[config.mk]
export PLATFORM = sky130hd
export DESIGN_NAME = irpd_keypad
export DESIGN_NICKNAME = d
export VERILOG_FILES = /design/src/hw/rtl/irpd_pkg.sv /design/src/hw/rtl/irpd_keypad.sv
export SDC_FILE = /design/constraint.sdc
export NUM_CORES = 1
export LEC_CHECK = 0
export ABC_AREA = 1
export BUFFER_PORTS_ARGS = -buffer_cell sky130_fd_sc_hd__buf_2
export CAP_MARGIN = 30
export CORE_MARGIN = 5
export CORE_UTILIZATION = 56
export DETAILED_ROUTE_END_ITERATION = 8
export GPL_ROUTABILITY_DRIVEN = 1
export MAX_ROUTING_LAYER = met4
export PLACE_DENSITY = 0.92
export SLEW_MARGIN = 20
export SYNTH_ARGS = -nofsm -noshare
export SYNTH_HDL_FRONTEND = slang
export SYNTH_SLANG_ARGS = --single-unit
export TNS_END_PERCENT = 1
[constraint.sdc]
create_clock -name vclk -period 4.65
set_input_delay 0.2325 -clock vclk [all_inputs]
set_output_delay 0.2325 -clock vclk [all_outputs]
set_load 0.05 [all_outputs]
[src/hw/rtl/irpd_pkg.sv]
// ----------------------------------------------------------------------------
// irpd_pkg
// Types, constants and lookup functions shared by the IR pulse decoder and
// its multi-tap keypad logic.
// ----------------------------------------------------------------------------
package irpd_pkg;

    localparam int IN_W      = 32;
    localparam int CFG_W     = 24;
    localparam int CFG_N     = 8;
    localparam int CFG_IDX_W = 3;
    localparam int NUM_KEYS  = 12;

    localparam logic [CFG_IDX_W-1:0] CFG_START_LO = 3'd0;
    localparam logic [CFG_IDX_W-1:0] CFG_START_HI = 3'd1;
    localparam logic [CFG_IDX_W-1:0] CFG_ZERO_LO  = 3'd2;
    localparam logic [CFG_IDX_W-1:0] CFG_ZERO_HI  = 3'd3;
    localparam logic [CFG_IDX_W-1:0] CFG_ONE_LO   = 3'd4;
    localparam logic [CFG_IDX_W-1:0] CFG_ONE_HI   = 3'd5;
    localparam logic [CFG_IDX_W-1:0] CFG_END_LO   = 3'd6;
    localparam logic [CFG_IDX_W-1:0] CFG_END_HI   = 3'd7;

    localparam logic [CFG_W-1:0] CFG_RESET [CFG_N] = '{
        24'd400000, 24'd410000, 24'd80000, 24'd100000,
        24'd170000, 24'd190000, 24'd4100000, 24'd4120000
    };

    localparam logic [3:0] KEY_LAST_DIGIT = 4'd9;
    localparam logic [3:0] KEY_ENTER      = 4'd10;
    localparam logic [3:0] KEY_MUTE       = 4'd11;
    localparam logic [3:0] KEY_UNKNOWN    = 4'd12;

    localparam logic [1:0] SHOW_NONE    = 2'd0;
    localparam logic [1:0] SHOW_NEW     = 2'd1;
    localparam logic [1:0] SHOW_REPLACE = 2'd2;

    localparam logic [31:0] KEY_CODES [NUM_KEYS] = '{
        32'd10045623, 32'd10063983, 32'd10074183, 32'd10090503,
        32'd10072143, 32'd10066023, 32'd10082343, 32'd10061943,
        32'd10070103, 32'd10086423, 32'd10031343, 32'd10051743
    };

    typedef struct packed {
        logic [IN_W-1:0] interval;
    } t_in_item;

    typedef struct packed {
        logic [31:0] frame_code;
        logic [3:0]  key;
        logic        commit_valid;
        logic [7:0]  commit_char;
        logic [1:0]  show_action;
        logic [7:0]  show_char;
        logic        erase_last;
        logic        send_message;
    } t_out_item;

    typedef struct packed {
        logic       valid;
        logic [3:0] key;
        logic [2:0] tap;
    } t_tap_state;

    function automatic logic in_window(logic [IN_W-1:0] v, logic [CFG_W-1:0] lo,
                                       logic [CFG_W-1:0] hi);
        return (IN_W'(lo) < v) && (v < IN_W'(hi));
    endfunction

    function automatic logic [3:0] key_lookup(logic [31:0] code);
        logic [3:0] k;
        k = KEY_UNKNOWN;
        for (int i = NUM_KEYS - 1; i >= 0; i--) begin
            if (code == KEY_CODES[i]) begin
                k = 4'(i);
            end
        end
        return k;
    endfunction

    function automatic logic [2:0] tap_cycle(logic [3:0] k);
        case (k)
            4'd0:    return 3'd2;
            4'd1:    return 3'd1;
            4'd7:    return 3'd5;
            4'd9:    return 3'd5;
            default: return 3'd4;
        endcase
    endfunction

    function automatic logic [7:0] letter_at(logic [3:0] k, logic [2:0] t);
        logic [7:0] c;
        c = 8'h00;
        case (k)
            4'd0: case (t)
                3'd0: c = " ";  3'd1: c = "0";
                default: c = 8'h00;
            endcase
            4'd1: case (t)
                3'd0: c = "1";
                default: c = 8'h00;
            endcase
            4'd2: case (t)
                3'd0: c = "a";  3'd1: c = "b";  3'd2: c = "c";  3'd3: c = "2";
                default: c = 8'h00;
            endcase
            4'd3: case (t)
                3'd0: c = "d";  3'd1: c = "e";  3'd2: c = "f";  3'd3: c = "3";
                default: c = 8'h00;
            endcase
            4'd4: case (t)
                3'd0: c = "g";  3'd1: c = "h";  3'd2: c = "i";  3'd3: c = "4";
                default: c = 8'h00;
            endcase
            4'd5: case (t)
                3'd0: c = "j";  3'd1: c = "k";  3'd2: c = "l";  3'd3: c = "5";
                default: c = 8'h00;
            endcase
            4'd6: case (t)
                3'd0: c = "m";  3'd1: c = "n";  3'd2: c = "o";  3'd3: c = "6";
                default: c = 8'h00;
            endcase
            4'd7: case (t)
                3'd0: c = "p";  3'd1: c = "q";  3'd2: c = "r";  3'd3: c = "s";
                3'd4: c = "7";
                default: c = 8'h00;
            endcase
            4'd8: case (t)
                3'd0: c = "t";  3'd1: c = "u";  3'd2: c = "v";  3'd3: c = "8";
                default: c = 8'h00;
            endcase
            4'd9: case (t)
                3'd0: c = "w";  3'd1: c = "x";  3'd2: c = "y";  3'd3: c = "z";
                3'd4: c = "9";
                default: c = 8'h00;
            endcase
            default: c = 8'h00;
        endcase
        return c;
    endfunction

endpackage

[src/hw/rtl/irpd_keypad.sv]
// ----------------------------------------------------------------------------
// irpd_keypad
// Key code match and multi-tap text entry: builds one event from a finished
// frame code and the pending tap, and gives the next pending tap.
// ----------------------------------------------------------------------------
module irpd_keypad import irpd_pkg::*; (
    input  logic [31:0] i_code,
    input  t_tap_state  i_tap,
    output t_tap_state  o_tap,
    output t_out_item   o_res
);

    logic [3:0] key;
    logic [2:0] cyc;
    logic [3:0] tap_inc;

    always_comb begin
        key     = key_lookup(i_code);
        cyc     = tap_cycle(key);
        tap_inc = {1'b0, i_tap.tap} + 4'd1;

        o_tap = i_tap;
        o_res = '0;
        o_res.frame_code = i_code;
        o_res.key        = key;

        if (key <= KEY_LAST_DIGIT) begin
            if (i_tap.valid && i_tap.key == key) begin
                o_tap.tap = (tap_inc >= {1'b0, cyc}) ? 3'd0 : tap_inc[2:0];
                o_res.show_action = SHOW_REPLACE;
            end else begin
                if (i_tap.valid) begin
                    o_res.commit_valid = 1'b1;
                    o_res.commit_char  = letter_at(i_tap.key, i_tap.tap);
                end
                o_tap.valid = 1'b1;
                o_tap.key   = key;
                o_tap.tap   = 3'd0;
                o_res.show_action = SHOW_NEW;
            end
            o_res.show_char = letter_at(o_tap.key, o_tap.tap);
        end else if (key == KEY_ENTER) begin
            if (i_tap.valid) begin
                o_res.commit_valid = 1'b1;
                o_res.commit_char  = letter_at(i_tap.key, i_tap.tap);
                o_tap.valid        = 1'b0;
            end else begin
                o_res.send_message = 1'b1;
            end
        end else if (key == KEY_MUTE) begin
            o_res.erase_last = 1'b1;
        end
    end

endmodule

==> out/metrics.csv <==
metric,value,unit
status,"complete, no violations",
rsz0062_at_grt,no,
p_clk_share,0,%
netlist_instances,519,
grt_max_degree,11,
overflow,0,
worstMarginPinSlew,0.691,ns
synthToLayoutAreaGrowth,12.3,%
fin_ws,0.399,ns
coreArea,4690,um2
sequentialPowerShare,0,%
via_per_inst,5.40,
crit_path_frequent_cell,nand2_1,
die-area,6250,um2
ir_worst_vdd,0.0000577,V
grt_pass1_wl,13400,um
start_kind,input pin,
dp_cells,639,
syn-cell-area,2670,um2
fp-row-count,25,
regArea,0,um2
p_sw_share,75.3,%
fin_util,63.9,%
drt_pass1_iterations,5,
path_buf_inv,6,
power_density,72.7,nW/um2
fin_crit_sh,91.4,%
max_freq,235,MHz
drtIter0Drc,233,
combPwrFrac,100.0,%
nets,636,
stdcell_area,3000,um2
drive_gt1_share,30.8,%
critPathKind,input pin to output port,
internal_power,54.0,uW
power.switching,164,uW
antenna_found_initial,0,
dp_slack,0.402,ns
holdBufCountCts,0,
hpwl,6850,um
yosysSeqAreaShare,0,%
cp_max_fo,10,
slowest_delay,0.26,ns
critPathSlowestCell,ha_1,
gp_congestion,1.02,
portBuffers,103,
dpl_cell_area,2990,um2
layout_min_cycle_time,4.25,ns
grt_pass1_vias,3035,
yosysWarnings,0,
avgSynthCellArea,5.15,um2
final_cells,639,
fin_tns_setup,0,ns
crit_family,simple AND/OR/NAND/NOR gates,
synth.distinct_cells,38,
ant_nets,0,
hold_class,input pin to output port,
critPathLaunch,i_code[27],
critPathArrivalTime,4.02,ns
hold_path.startpoint,i_code[18],
total_power,218,uW
worstPathRequired,4.42,ns
hold_ws,0.767,ns
grt_usage,25.8,%
die_w,79.1,um
setup_viol,0,
initial_core_util,56.9,%
clkbuf_count,0,
slew_headroom,53.5,%
ios,105,
cp-end-kind,output port,
diodes,0,
nFlopsAndLatches,0,
die_y,79.1,um
drv_cap,0,
drc,0,
hold_viol,0,
drv_slew,0,
drt-total-wl,8050,um
detail_route.wl_per_cell,12.6,um
p_leak,1.81,nW
vias,3448,
==> Yosys cell counts (3+ instances only) <==
cell / instances / area (um2)
inv_1: 76 / 285
nor2_2: 13 / 81.3
ha_1: 9 / 113
o211ai_1: 4 / 30.0
nand3_1: 33 / 165
nand2_2: 15 / 93.8
nor2_8: 3 / 60.1
o22ai_1: 6 / 37.5
o21ai_0: 17 / 85.1
nand2_1: 121 / 454
nand4_1: 15 / 93.8
nand3_2: 8 / 80.1
nor3_1: 10 / 50.1
a21oi_1: 10 / 50.1
buf_4: 35 / 263
nor2_1: 91 / 342
nor2_4: 8 / 90.1
inv_2: 17 / 63.8
==> what timing repair did <==
action	in CTS	in global routing
gates resized for setup	0	4
setup buffers	0	0
endpoints found under the setup margin	0	6
==> cells by family after synthesis <==
group / synth area share [%]
simple gates: 59.7
buf+inv: 23.8
compound gates: 12.2
fa+ha+maj: 4.22
other cells: 0.140
==> power groups by stage <==
stage / sequential [mW] / combinational, mW / clock [mW]
after floorplan: 0 / 0.177 / 0
after global placement: 0 / 0.214 / 0
after detailed placement: 0 / 0.215 / 0
after CTS: 0 / 0.216 / 0
after global routing: 0 / 0.236 / 0
final: 0 / 0.218 / 0
==> metal layers <==
layer,track usage (%),share of wire (%),wire (um),vias up
li1,-,-,-,1744
met1,32.9,42,3400,1485
met2,45.1,47,3810,199
met3,0.680,8.3,668,20
met4,6.19,2.1,169,0
met5,-,0,0,-
==> cell type report <==
| class | instances | area, um2 |
|---|---|---|
| fill | 489 | 1690 |
| inverter | 94 | 355 |
| multi-input combinational | 387 | 2050 |
| tap | 54 | 67.6 |
| timing repair buffer | 104 | 523 |
==> worst paths after layout <==
check / slack (ns) / end / cells past startpoint
worst min-delay path: 0.77 / o_res[43] / 2
worst max-delay path: 0.40 / o_res[6] / 29
==> cell usage in the layout, fill, tap and decap left out, types with 3 or more instances in the layout <==
| cell type | synthesis | final |
|---|---|---|
| o211ai_1 | 4 | 4 |
| o22ai_1 | 6 | 6 |
| nor2_4 | 8 | 8 |
| nor2_2 | 13 | 17 |
| inv_2 | 17 | 17 |
| nand2_1 | 121 | 121 |
| nand3_2 | 8 | 8 |
| inv_1 | 76 | 76 |
| nor2_1 | 91 | 87 |
| buf_2 | 2 | 103 |
| nand2_2 | 15 | 15 |
| nand4_1 | 15 | 15 |
| o21ai_1 | 2 | 4 |
| nor2_8 | 3 | 3 |
| a21oi_1 | 10 | 10 |
| nor3_1 | 10 | 9 |
| ha_1 | 9 | 9 |
| o21ai_0 | 17 | 15 |
| nand3_1 | 33 | 33 |
No activity file was read; power rests on OpenSTA's default activity.
